`src/hw/rtl/spiv_ram.sv`:
```
// Generic single-port synchronous RAM with registered read data.
`default_nettype none

module spiv_ram #(
  parameter int unsigned WIDTH = 8,
  parameter int unsigned DEPTH = 256
) (
  input  wire logic                     clk_i,
  input  wire logic                     we_i,
  input  wire logic [$clog2(DEPTH)-1:0] addr_i,
  input  wire logic [WIDTH-1:0]         wdata_i,
  output logic      [WIDTH-1:0]         rdata_o
);

  logic [WIDTH-1:0] mem_q [DEPTH];
  logic [WIDTH-1:0] rdata_q;

  always_ff @(posedge clk_i) begin
    if (we_i) begin
      mem_q[addr_i] <= wdata_i;
    end
    rdata_q <= mem_q[addr_i];
  end

  assign rdata_o = rdata_q;

endmodule

`default_nettype wire

```
`config.mk`:
```
export PLATFORM = sky130hd
export DESIGN_NAME = spiv_ram
export DESIGN_NICKNAME = d
export VERILOG_FILES = /design/src/hw/rtl/spiv_ram.sv
export SDC_FILE = /design/constraint.sdc
export NUM_CORES = 2
export LEC_CHECK = 0
export ABC_CLOCK_PERIOD_IN_PS = 2300
export CAP_MARGIN = 30
export CORE_MARGIN = 4
export CORE_UTILIZATION = 35
export CTS_CLUSTER_DIAMETER = 60
export DETAILED_ROUTE_END_ITERATION = 8
export DONT_BUFFER_PORTS = 1
export GPL_ROUTABILITY_DRIVEN = 0
export SLEW_MARGIN = 20
export SYNTH_ARGS = -nofsm -noshare
export SYNTH_HDL_FRONTEND = slang
export SYNTH_SLANG_ARGS = --single-unit
```
`constraint.sdc`:
```
create_clock -name clk_i -period 2.3 [get_ports clk_i]
set_input_delay 0 -clock clk_i [delete_from_list [all_inputs] [get_ports clk_i]]
set_output_delay 0 -clock clk_i [all_outputs]
set_load 0.005 [all_outputs]
```
==> flow_summary.json <==
{
  "drt.antenna.violating_nets": 0,
  "critical_path_class": "in -> reg",
  "rsz0062_at_grt": "true",
  "grt_pass1_wl_um": 280000,
  "drt_pass1_iterations": 6,
  "p_sw_mw": 15.4,
  "port_buffers": 0,
  "die-area_um2": 232000,
  "setup_viol": 371,
  "rows": 173,
  "start_util_pct": 35.2,
  "drv_cap": 0,
  "fp.dieH_um": 482,
  "grt_usage_pct": 16.5,
  "rrSetupSlack_ns": -0.03,
  "period_needed_ns": 2.54,
  "multi_input_area_um2": 16000,
  "internal_power_mw": 60.7,
  "tightest_slew_ns": 1.81,
  "worstPathMaxFanout": 514,
  "syn_area_um2": 78500,
  "power_density_nw_per_um2": 830,
  "synth_seq_cells": 2056,
  "hold_end": "mem_q[192][3]$_DFFE_PP_",
  "slowest_stage": "dlygate4sd3_1",
  "drive_above_1_share_pct": 30.5,
  "timing.final.ws_setup_ns": -0.239,
  "final_max_slew_viol_count": 176,
  "critPathRequiredTime_ns": 2.82,
  "cts-htree-levels": 4,
  "synth_area_per_cell_um2": 22.1,
  "max_slew_margin_pct": -20.4,
  "clock-root-buffer": "clkbuf_16",
  "synth-seq-area-share_pct": 78.6,
  "ir_drop_uv": 640,
  "nFillCells": 19300,
  "crit_arrival_ns": 3.06,
  "ios": 26,
  "yosysWarnings": 0,
  "worstHoldPathCells": 0,
  "yosys.cell_types.count": 22,
  "cts.clk_slew.worst_paths_ns": 0.06,
  "critical_path.top_delay_family": "buffers and inverters",
  "die_width_um": 482,
  "outcome": "finished, violations left",
  "viasPerCell": 5.41,
  "p_clk_share_pct": 42.0,
  "finalNetCount": 3982,
  "worstSetupStartpoint": "addr_i[1]",
  "worstRegToRegCells": 6,
  "syn_nets": 3565,
  "sequentialPowerShare_pct": 54.4,
  "dp_cells": 6713,
  "fin_crit_sh_pct": 110,
  "end_kind": "register",
  "clock_skew_ns": 0.0511,
  "whs_ns": -0.686,
  "tns_ns": -32.32,
  "grt_max_degree": 519,
  "grt_overflow": 0,
  "areaGrowthSynthToFinish_pct": 16.8,
  "ff_latch_area_um2": 61700,
  "hold_viol": 2048,
  "cp_cell_sequence": "dlygate4sd3_1 > nand2b_1 > nor2_1 > buf_4 > nand2_1 > buf_12 > nor2_1 > buf_4",
  "finalNonFillerCells": 7104,
  "p_leak_nw": 28.3,
  "vias": 38500,
  "dp_hpwl_um": 106000,
  "worstHoldStart": "wdata_i[3]",
  "wl_per_cell_um": 27.4,
  "drt_wl_total_um": 195000,
  "grt_pass1_vias": 39000,
  "fmax_mhz": 394,
  "post-cts-setup-buffers": 0,
  "r2r_start": "mem_q[170][3]$_DFFE_PP_",
  "finalPower_mw": 76.1,
  "r2r-end": "rdata_o[3]$_DFF_P_",
  "numClockSinks": 2056,
  "p_sw_share_pct": 20.2,
  "numCtsBuffers": 202,
  "comb_power_share_pct": 3.6,
  "cts_tree": "built",
  "drc": 0,
  "worstPathBufferInverterCount": 4,
  "hold_path_class": "in -> reg",
  "syn_inst": 3547,
  "final_util_pct": 41.2,
  "clk_latency_ns": 0.84,
  "slowest_delay_ns": 1.13,
  "failed_checks": "hold timing, slew limit, setup timing",
  "antenna_found_initial": 8,
  "core-area_um2": 223000,
  "clockBufferDepth": 3,
  "drt_iter0_markers": 4323,
  "cp-start-kind": "input pin"
}
==> cells by family after synthesis <==
kind of cell / count (synthesis) / share of synthesized area, %
and+or+nand+nor: 330 / 1.73
buffers and inverters: 233 / 1.40
AOI/OAI and AO/OA: 416 / 3.62
DFF: 2056 / 78.6
muxes: 512 / 14.7
==> Yosys cell counts, drive strengths merged <==
cell    instances  area [um^2]
nand2          28          105
nor2b           7         43.8
or2             2         12.5
nand4           8         50.1
nand2b          6         37.5
a22oi         256         1920
clkbuf        145          544
inv             1         3.75
mux4          512        11500
nor2          232          871
dfxtp           8          160
nand3          13         65.1
o41ai          32          280
and2            3         18.8
a21oi         128          641
buf            87          552
nor3           30          150
or3             1         6.26
edfxtp       2048        61500
==> placed cells by master (no fill, tap or decap), types with 2 or more instances in the layout <==
master	count
edfxtp_1	2048
mux4_2	512
buf_4	396
a22oi_1	252
nor2_1	231
clkbuf_16	210
a21oi_1	125
clkbuf_1	45
clkinv_1	42
nor3_1	30
clkinv_2	29
nand2_1	28
buf_12	27
o41ai_1	16
bufinv_16	15
o41ai_2	12
dlygate4sd3_1	12
nand3_1	10
clkinvlp_4	9
nand4_1	8
dfxtp_1	8
inv_6	7
nand2b_1	5
nor2b_1	5
clkinv_4	5
buf_16	5
a22oi_2	4
o41ai_4	4
a21oi_2	3
nand3_2	3
clkinv_8	3
clkbuf_8	3
diode_2	2
nor2b_4	2
or2_2	2
and2_1	2
inv_16	2
==> registers in the layout (all words and copies together) (netlist names) <==
| signal | count |
|---|---|
| mem_q | 2048 |
| rdata_o | 8 |
==> worst max path at each step <==
stage,end,slack [ns],cells past startpoint
floorplan,mem_q[111][0]$_DFFE_PP_,0.08,9
global placement,rdata_o[5]$_DFF_P_,-0.86,6
detailed placement,rdata_o[4]$_DFF_P_,-0.44,6
CTS,rdata_o[3]$_DFF_P_,-0.09,6
global route,rdata_o[3]$_DFF_P_,-0.1,6
finish,mem_q[177][2]$_DFFE_PP_,-0.24,8
==> final cells by class <==
type,instances,share of cell area (%)
antenna,2,0.00546
multi-input combinational,1258,17.4
sequential,2056,67.3
inverter,1,0.00410
timing repair buffer,445,4.25
clock buffer,253,5.83
clock inverter,114,1.15
tap,2975,4.06
==> power groups by stage <==
stage	Combinational [mW]	Sequential, mW	Clock, mW
2_1_floorplan	1.84	42.1	0
3_3_place_gp	2.27	42.2	0
3_5_place_dp	2.27	42.2	0
4_1_cts	2.33	41.4	32.5
5_1_grt	2.82	41.4	34.1
6_report	2.73	41.4	32.0
==> per-layer routing <==
metal / wire length (um) / global-route usage, %
met5: 42 / 0
met4: 5610 / 4.95
met3: 14400 / 2.90
met2: 95100 / 26.6
met1: 79600 / 23.0
==> stage by stage <==
| stage | cell area, um^2 | worst slack (ns) |
|---|---|---|
| floorplan | 78500 | 0.0813 |
| global placement | 84700 | -0.858 |
| detailed placement | 84700 | -0.436 |
| CTS | 91300 | -0.0947 |
| global route | 91700 | -0.0956 |
| finish | 91700 | -0.239 |
==> timing repair <==
action	4_1_cts	5_1_grt
gates cloned	0	5
endpoints found under the setup margin	6	8
gates resized for setup	14	11
hold endpoints to repair	3500	2049
pin swaps	1	5
hold buffers	11	1
(Power assumes the default switching activity.)
