==> src/hw/rtl/spiv_pkg.sv <==
// Shared types and constants for the pixel index sorter.
`default_nettype none

package spiv_pkg;

  localparam int unsigned MAX_PIXELS_DEF = 16384;
  localparam int unsigned VALUE_BITS_DEF = 8;
  localparam int unsigned PIX_VALUE_W    = 8;
  localparam int unsigned PIX_INDEX_W    = 14;

  typedef enum logic {
    OP_LOAD  = 1'b0,
    OP_FETCH = 1'b1
  } opcode_e;

  typedef enum logic [1:0] {
    STAT_OK    = 2'd0,
    STAT_FULL  = 2'd1,
    STAT_EMPTY = 2'd2
  } status_e;

  typedef enum logic [3:0] {
    ST_CLEAR,
    ST_IDLE,
    ST_LOAD_RD,
    ST_LOAD_WR,
    ST_PREFIX,
    ST_SC_PIX,
    ST_SC_CUR,
    ST_SC_WR,
    ST_FETCH_RD,
    ST_FETCH_WR,
    ST_RESP
  } state_e;

  typedef struct packed {
    logic [PIX_INDEX_W-1:0] pixel_index;
    logic                   last_index;
    status_e                status;
  } res_t;

endpackage

`default_nettype wire

==> src/hw/rtl/spiv_ctrl.sv <==
// Sequencer: bin clearing, histogram update, prefix sum, scatter and fetch.
`default_nettype none

module spiv_ctrl
  import spiv_pkg::*;
#(
  parameter int unsigned MAX_PIXELS = MAX_PIXELS_DEF,
  parameter int unsigned VALUE_BITS = VALUE_BITS_DEF,
  localparam int unsigned IDX_W     = $clog2(MAX_PIXELS),
  localparam int unsigned CNT_W     = $clog2(MAX_PIXELS + 1)
) (
  input  wire logic                  clk_i,
  input  wire logic                  rst_ni,
  input  wire logic                  in_accept_i,
  input  wire opcode_e               opcode_i,
  input  wire logic [VALUE_BITS-1:0] value_i,
  input  wire logic                  first_i,
  output logic                       ready_o,
  output logic                       res_valid_o,
  output res_t                       res_o,
  input  wire logic                  res_take_i,
  output logic                       bin_we_o,
  output logic [VALUE_BITS-1:0]      bin_addr_o,
  output logic [CNT_W-1:0]           bin_wdata_o,
  input  wire logic [CNT_W-1:0]      bin_rdata_i,
  output logic                       cur_we_o,
  output logic [VALUE_BITS-1:0]      cur_addr_o,
  output logic [CNT_W-1:0]           cur_wdata_o,
  input  wire logic [CNT_W-1:0]      cur_rdata_i,
  output logic                       pix_we_o,
  output logic [IDX_W-1:0]           pix_addr_o,
  output logic [VALUE_BITS-1:0]      pix_wdata_o,
  input  wire logic [VALUE_BITS-1:0] pix_rdata_i,
  output logic                       ord_we_o,
  output logic [IDX_W-1:0]           ord_addr_o,
  output logic [IDX_W-1:0]           ord_wdata_o,
  input  wire logic [IDX_W-1:0]      ord_rdata_i
);

  state_e                state_q, state_d;
  logic [VALUE_BITS-1:0] clr_q, clr_d;
  logic                  clr_load_q, clr_load_d;
  logic [CNT_W-1:0]      count_q, count_d;
  logic [CNT_W-1:0]      rdpos_q, rdpos_d;
  logic                  sorted_q, sorted_d;
  logic [VALUE_BITS-1:0] value_q, value_d;
  logic [VALUE_BITS:0]   pf_addr_q, pf_addr_d;
  logic                  pf_vld_q, pf_vld_d;
  logic [VALUE_BITS-1:0] pf_wa_q, pf_wa_d;
  logic [CNT_W-1:0]      run_q, run_d;
  logic [CNT_W-1:0]      sc_i_q, sc_i_d;
  logic [VALUE_BITS-1:0] sc_val_q, sc_val_d;
  res_t                  res_q, res_d;
  logic [CNT_W-1:0]      sc_next;
  logic [CNT_W-1:0]      rd_next;
  logic                  full;

  assign sc_next = sc_i_q + CNT_W'(1);
  assign rd_next = rdpos_q + CNT_W'(1);
  assign full    = (count_q == CNT_W'(MAX_PIXELS));

  always_comb begin
    state_d = state_q;
    unique case (state_q)
      ST_CLEAR: begin
        if (clr_q == '1) begin
          state_d = clr_load_q ? ST_LOAD_RD : ST_IDLE;
        end
      end
      ST_IDLE: begin
        if (in_accept_i) begin
          if (opcode_i == OP_LOAD) begin
            priority if (first_i) state_d = ST_CLEAR;
            else if (full)        state_d = ST_RESP;
            else                  state_d = ST_LOAD_RD;
          end else begin
            state_d = sorted_q ? ST_FETCH_RD : ST_PREFIX;
          end
        end
      end
      ST_LOAD_RD: state_d = ST_LOAD_WR;
      ST_LOAD_WR: state_d = ST_RESP;
      ST_PREFIX: begin
        if (pf_addr_q[VALUE_BITS] && pf_vld_q) begin
          state_d = (count_q == '0) ? ST_FETCH_RD : ST_SC_PIX;
        end
      end
      ST_SC_PIX: state_d = ST_SC_CUR;
      ST_SC_CUR: state_d = ST_SC_WR;
      ST_SC_WR:  state_d = (sc_next == count_q) ? ST_FETCH_RD : ST_SC_PIX;
      ST_FETCH_RD: state_d = (rdpos_q >= count_q) ? ST_RESP : ST_FETCH_WR;
      ST_FETCH_WR: state_d = ST_RESP;
      ST_RESP: begin
        if (res_take_i) state_d = ST_IDLE;
      end
      default: state_d = ST_IDLE;
    endcase
  end

  always_comb begin
    clr_d       = clr_q;
    clr_load_d  = clr_load_q;
    count_d     = count_q;
    rdpos_d     = rdpos_q;
    sorted_d    = sorted_q;
    value_d     = value_q;
    pf_addr_d   = pf_addr_q;
    pf_vld_d    = pf_vld_q;
    pf_wa_d     = pf_wa_q;
    run_d       = run_q;
    sc_i_d      = sc_i_q;
    sc_val_d    = sc_val_q;
    res_d       = res_q;
    ready_o     = 1'b0;
    res_valid_o = 1'b0;
    bin_we_o    = 1'b0;
    bin_addr_o  = '0;
    bin_wdata_o = '0;
    cur_we_o    = 1'b0;
    cur_addr_o  = '0;
    cur_wdata_o = '0;
    pix_we_o    = 1'b0;
    pix_addr_o  = '0;
    pix_wdata_o = '0;
    ord_we_o    = 1'b0;
    ord_addr_o  = '0;
    ord_wdata_o = '0;
    unique case (state_q)
      ST_CLEAR: begin
        bin_we_o   = 1'b1;
        bin_addr_o = clr_q;
        clr_d      = clr_q + VALUE_BITS'(1);
      end
      ST_IDLE: begin
        ready_o = 1'b1;
        if (in_accept_i) begin
          value_d = value_i;
          res_d   = '{pixel_index: '0, last_index: 1'b0, status: STAT_OK};
          if (opcode_i == OP_LOAD) begin
            sorted_d = 1'b0;
            rdpos_d  = '0;
            if (first_i) begin
              count_d    = '0;
              clr_load_d = 1'b1;
            end else if (full) begin
              res_d.status = STAT_FULL;
            end
          end else if (!sorted_q) begin
            pf_addr_d = '0;
            pf_vld_d  = 1'b0;
            run_d     = '0;
          end
        end
      end
      ST_LOAD_RD: begin
        bin_addr_o  = value_q;
        pix_we_o    = 1'b1;
        pix_addr_o  = count_q[IDX_W-1:0];
        pix_wdata_o = value_q;
      end
      ST_LOAD_WR: begin
        bin_we_o    = 1'b1;
        bin_addr_o  = value_q;
        bin_wdata_o = bin_rdata_i + CNT_W'(1);
        count_d     = count_q + CNT_W'(1);
      end
      ST_PREFIX: begin
        if (!pf_addr_q[VALUE_BITS]) begin
          bin_addr_o = pf_addr_q[VALUE_BITS-1:0];
          pf_addr_d  = pf_addr_q + (VALUE_BITS + 1)'(1);
          pf_wa_d    = pf_addr_q[VALUE_BITS-1:0];
          pf_vld_d   = 1'b1;
        end else begin
          pf_vld_d = 1'b0;
        end
        if (pf_vld_q) begin
          cur_we_o    = 1'b1;
          cur_addr_o  = pf_wa_q;
          cur_wdata_o = run_q;
          run_d       = run_q + bin_rdata_i;
        end
        if (pf_addr_q[VALUE_BITS] && pf_vld_q) begin
          sc_i_d = '0;
          if (count_q == '0) begin
            sorted_d = 1'b1;
            rdpos_d  = '0;
          end
        end
      end
      ST_SC_PIX: begin
        pix_addr_o = sc_i_q[IDX_W-1:0];
      end
      ST_SC_CUR: begin
        cur_addr_o = pix_rdata_i;
        sc_val_d   = pix_rdata_i;
      end
      ST_SC_WR: begin
        ord_we_o    = 1'b1;
        ord_addr_o  = cur_rdata_i[IDX_W-1:0];
        ord_wdata_o = sc_i_q[IDX_W-1:0];
        cur_we_o    = 1'b1;
        cur_addr_o  = sc_val_q;
        cur_wdata_o = cur_rdata_i + CNT_W'(1);
        sc_i_d      = sc_next;
        if (sc_next == count_q) begin
          sorted_d = 1'b1;
          rdpos_d  = '0;
        end
      end
      ST_FETCH_RD: begin
        if (rdpos_q >= count_q) begin
          res_d.status = STAT_EMPTY;
        end else begin
          ord_addr_o = rdpos_q[IDX_W-1:0];
        end
      end
      ST_FETCH_WR: begin
        res_d.pixel_index = PIX_INDEX_W'(ord_rdata_i);
        res_d.last_index  = (rd_next == count_q);
        res_d.status      = STAT_OK;
        rdpos_d           = rd_next;
      end
      ST_RESP: begin
        res_valid_o = 1'b1;
      end
      default: begin
      end
    endcase
  end

  assign res_o = res_q;

  always_ff @(posedge clk_i or negedge rst_ni) begin
    if (!rst_ni) begin
      state_q    <= ST_CLEAR;
      clr_q      <= '0;
      clr_load_q <= 1'b0;
      count_q    <= '0;
      rdpos_q    <= '0;
      sorted_q   <= 1'b0;
      pf_addr_q  <= '0;
      pf_vld_q   <= 1'b0;
      sc_i_q     <= '0;
    end else begin
      state_q    <= state_d;
      clr_q      <= clr_d;
      clr_load_q <= clr_load_d;
      count_q    <= count_d;
      rdpos_q    <= rdpos_d;
      sorted_q   <= sorted_d;
      pf_addr_q  <= pf_addr_d;
      pf_vld_q   <= pf_vld_d;
      sc_i_q     <= sc_i_d;
    end
  end

  always_ff @(posedge clk_i) begin
    value_q  <= value_d;
    pf_wa_q  <= pf_wa_d;
    run_q    <= run_d;
    sc_val_q <= sc_val_d;
    res_q    <= res_d;
  end

  a_rdpos_in_image: assert property (@(posedge clk_i) disable iff (!rst_ni)
    rdpos_q <= count_q)
    else $error("read position beyond loaded image");

  a_count_in_store: assert property (@(posedge clk_i) disable iff (!rst_ni)
    count_q <= CNT_W'(MAX_PIXELS))
    else $error("pixel count beyond store depth");

  a_accept_starts: assert property (@(posedge clk_i) disable iff (!rst_ni)
    in_accept_i |=> state_q != ST_IDLE)
    else $error("accepted word did not start work");

  a_scatter_pos: assert property (@(posedge clk_i) disable iff (!rst_ni)
    state_q == ST_SC_WR |-> cur_rdata_i < count_q)
    else $error("scatter position outside image");

endmodule

`default_nettype wire

==> config.mk <==
export PLATFORM = sky130hd
export DESIGN_NAME = spiv_ctrl
export DESIGN_NICKNAME = d
export VERILOG_FILES = /design/src/hw/rtl/spiv_pkg.sv /design/src/hw/rtl/spiv_ctrl.sv
export SDC_FILE = /design/constraint.sdc
export NUM_CORES = 1
export LEC_CHECK = 0
export BUFFER_PORTS_ARGS = -buffer_cell sky130_fd_sc_hd__buf_2
export CAP_MARGIN = 20
export CORE_MARGIN = 3
export CORE_UTILIZATION = 55
export DETAILED_ROUTE_END_ITERATION = 8
export PLACE_DENSITY = 0.81
export SLEW_MARGIN = 20
export SYNTH_ARGS = -nofsm -noshare
export SYNTH_HDL_FRONTEND = slang
export SYNTH_SLANG_ARGS = --single-unit
==> constraint.sdc <==
create_clock -name clk_i -period 5.8 [get_ports clk_i]
set_input_delay 1.16 -clock clk_i [delete_from_list [all_inputs] [get_ports clk_i]]
set_output_delay 1.16 -clock clk_i [all_outputs]
set_load 0.02 [all_outputs]
==> flow_summary.toml <==
[status]
run_status = "completed"

[clock_network]
postCtsSetupRepairBufs = 0
clkTransAtPathRegs_ns = 0.06
cts_tree = "yes"
clockRootBuffer = "clkbuf_16"
post_cts_resized = 0
clk_latency_ns = 0.42
cts_inserted_buffers = 17
clock-sinks = 125
ctsHoldBuffers = 0
cts_buffer_depth = 2
htree_levels = 4

[setup_path]
critPathRequiredTime_ns = 4.64
cp_cell_sequence = "inv_1, ha_1, a21o_1, a2111oi_0, o21ai_0, a21oi_1, a31oi_1, nor2b_1, buf_4, a22o_1, buf_2"
worst-endpoint-arrival_ns = 3.22
worst_path_max_delay_cell = "dfrtp_1"
worst_setup_path_start_kind = "flip-flop"
worstPathBufferInverterCount = 3
timing.critical_path.max_delay_family = "compound AO/OA/AOI/OAI gates"
critical_path_class = "reg2out"
cp_max_fo = 12
crit_path_max_incr_delay_ns = 0.46
timing.critical_path.to_type = "output port"

[sta]
min_period_over_period_pct = 75.5
fin_setup_tns_ns = 0
grt_setup_unrepaired = "false"
drv_slew = 0
achievable_freq_mhz = 228
worst_slew_margin_rel_pct = 29.3
period_minus_slack_ns = 4.38
final.setup_skew_ns = 0.00873
finalHoldViolCount = 0
worst-slew-pin-transition_ns = 1.05
setup-violations-final = 0

[floorplanning]
core.rowCount = 44
die_y_microns = 131
ioPinCount = 185
starting_utilization_of_the_core_area_pct = 57.5
die_w_microns = 131
core_sq_um = 14900
floorplan.die_area_sq_um = 17100

[synthesis]
ys_seq_area_share_pct = 39.9
post_synth_instance_area_sq_um = 8550
syn_area_cell_sq_um = 8.97
yosys.cell_types.count = 62
synth-edff-count = 56
synth_flop_cell = "dfrtp_1"
synth-seq-cells = 125
async_flop_share_pct = 55.2
yosys_warnings = 0
postSynthNetCount = 1057
syn_inst = 953

[place]
buffer_ports.inserted = 184
dp_hpwl_mm = 17.3
replace_congestion = 0.951

[layout]
layout_common_cells = "buf_2, nor2_1, nand2_1"
layout.filler_cells = 1206
area.growth.synth_to_final_pct = 18.4
antenna_cells_inserted = 0
final_nets = 1211
layout.cells.most_common = "buf_2"
layout-drive-gt1-share_pct = 21.9

[detailed_routing]
route.vias.total = 7875
routed_wire_length_per_instance_microns = 18.2
drt_first_iter_violations = 620
drt_wl_total_mm = 23.7
post_drt_via_cell_ratio = 6.04
drc = 0
dr.pass1.iters = 6
antenna_left = 0

[global_route]
global_route_wire_length_before_repair_mm = 37.9
grt.overflow.total = 0
grt_pass1_vias = 7495
antenna_found_initial = 0
global_route.usage.total_pct = 28.2
grt_start_max_net_pins = 70

[power]
power.static_leakage_nw = 4.56
power.density_cell_area_nw_per_um2 = 414
vdd_drop_max_mv = 0.280
post-layout-total-power_mw = 4.19

[run]
max_cap_violations = 0

[hold_path]
hold_path.class = "reg2reg"
==> cells in the mapped netlist (2+ instances only) <==
master | number | area, sq um
nand2_1 | 75 | 282
nor4_1 | 9 | 56.3
o21ai_0 | 63 | 315
buf_2 | 11 | 55.1
and4_1 | 10 | 87.6
nand4_1 | 20 | 125
and3_1 | 10 | 62.6
and2_1 | 42 | 263
a22o_1 | 29 | 254
ha_1 | 37 | 463
or2_2 | 8 | 50.1
nor4_4 | 2 | 42.5
a21o_1 | 6 | 45.0
a31oi_1 | 17 | 106
nor2b_1 | 7 | 43.8
a22oi_1 | 2 | 15.0
o21bai_1 | 4 | 30.0
nor3b_1 | 4 | 30.0
or3_1 | 11 | 68.8
xor2_1 | 48 | 420
or4_1 | 2 | 15.0
nor2_1 | 88 | 330
edfxtp_1 | 56 | 1680
o22ai_1 | 2 | 12.5
o21a_1 | 6 | 45.0
dfrtp_1 | 69 | 1730
o31ai_1 | 7 | 52.6
clkbuf_1 | 44 | 165
buf_1 | 2 | 7.51
inv_1 | 48 | 180
a21oi_1 | 36 | 180
nand2b_1 | 10 | 62.6
a222oi_1 | 16 | 160
a2111oi_0 | 4 | 35.0
mux2_2 | 2 | 22.5
nand3_1 | 38 | 190
o2111ai_1 | 2 | 17.5
a211oi_1 | 2 | 15.0
xnor2_1 | 55 | 482
nor3_1 | 26 | 130
nand3b_1 | 2 | 15.0
==> layer usage <==
layer	part of all wire (%)	GRT usage (%)	wire length, microns
met1	42	36.7	10100
met5	0	0	0
met3	7.9	6.30	1870
met4	2.0	9.07	475
met2	48	47.2	11300
==> cells by family (layout without fill, tap and decap cells) <==
| family | after synthesis | count (layout) | share of synthesized area (%) |
|---|---|---|---|
| compound gates | 209 | 209 | 16.4 |
| xor+xnor | 103 | 103 | 10.6 |
| flops | 125 | 125 | 39.9 |
| mux | 3 | 3 | 0.380 |
| buf+inv | 108 | 275 | 5.05 |
| simple gates | 367 | 367 | 22.1 |
| fa+ha+maj | 38 | 38 | 5.65 |
==> power breakdown <==
| group | leakage (nW) | internal [mW] | switching, mW |
|---|---|---|---|
| Sequential | 1.43 | 1.16 | 0.349 |
| Combinational | 2.86 | 0.668 | 0.981 |
| Clock | 0.271 | 0.616 | 0.416 |
| Total | 4.56 | 2.44 | 1.75 |
==> path summary, 6_finish.rpt <==
| path | startpoint | slack, ns | endpoint | depth (start not counted) |
|---|---|---|---|---|
| setup reg to reg | state_q[3]$_DFFE_PN0P_ | 2.53 | count_q[12]$_DFFE_PN0P_ | 7 |
| hold / removal | clr_load_q$_DFFE_PN0P_ | 0.47 | clr_load_q$_DFFE_PN0P_ | 1 |
| max in group asynchronous | rst_ni | 4.23 | sc_i_q[0]$_DFFE_PN0P_ | 2 |
| min in group asynchronous | rst_ni | 0.93 | sc_i_q[5]$_DFFE_PN0P_ | 2 |
| hold reg to reg | clr_load_q$_DFFE_PN0P_ | 0.47 | clr_load_q$_DFFE_PN0P_ | 1 |
| setup / recovery | count_q[5]$_DFFE_PN0P_ | 1.42 | ord_addr_o[2] | 11 |
==> state kept, by name, indices dropped and copies added (netlist names) <==
signal	count
res_o	17
count_q	15
rdpos_q	15
run_q	15
sc_i_q	15
pf_addr_q	9
clr_q	8
pf_wa_q	8
sc_val_q	8
value_q	8
state_q	4
clr_load_q	1
pf_vld_q	1
sorted_q	1
==> metrics by stage <==
stage          std cells  util, %  setup slack [ns]  hold WS, ns  area [sq um]
5_1_grt             1304     68.1              1.15        0.501         10100
3_5_place_dp        1272     64.2              1.88        0.464          9550
2_1_floorplan        953        -              2.05        0.440          8550
4_1_cts             1304     68.1              1.44        0.478         10100
6_report            1304     68.1              1.42        0.473         10100
3_3_place_gp        1272     64.2              1.93        0.453          9550
==> final cells by class <==
type                    count  area (sq um)  share of cell area, %
clock buffers              21           460                   4.55
clock inverters            11           110                   1.09
inverters                  48           180                   1.78
multi-input cells         720          4730                   46.7
flip-flops and latches    125          3410                   33.7
well taps                 184           230                   2.28
repair buffers            195          1000                   9.92
Power figures use the tool's default switching activity.
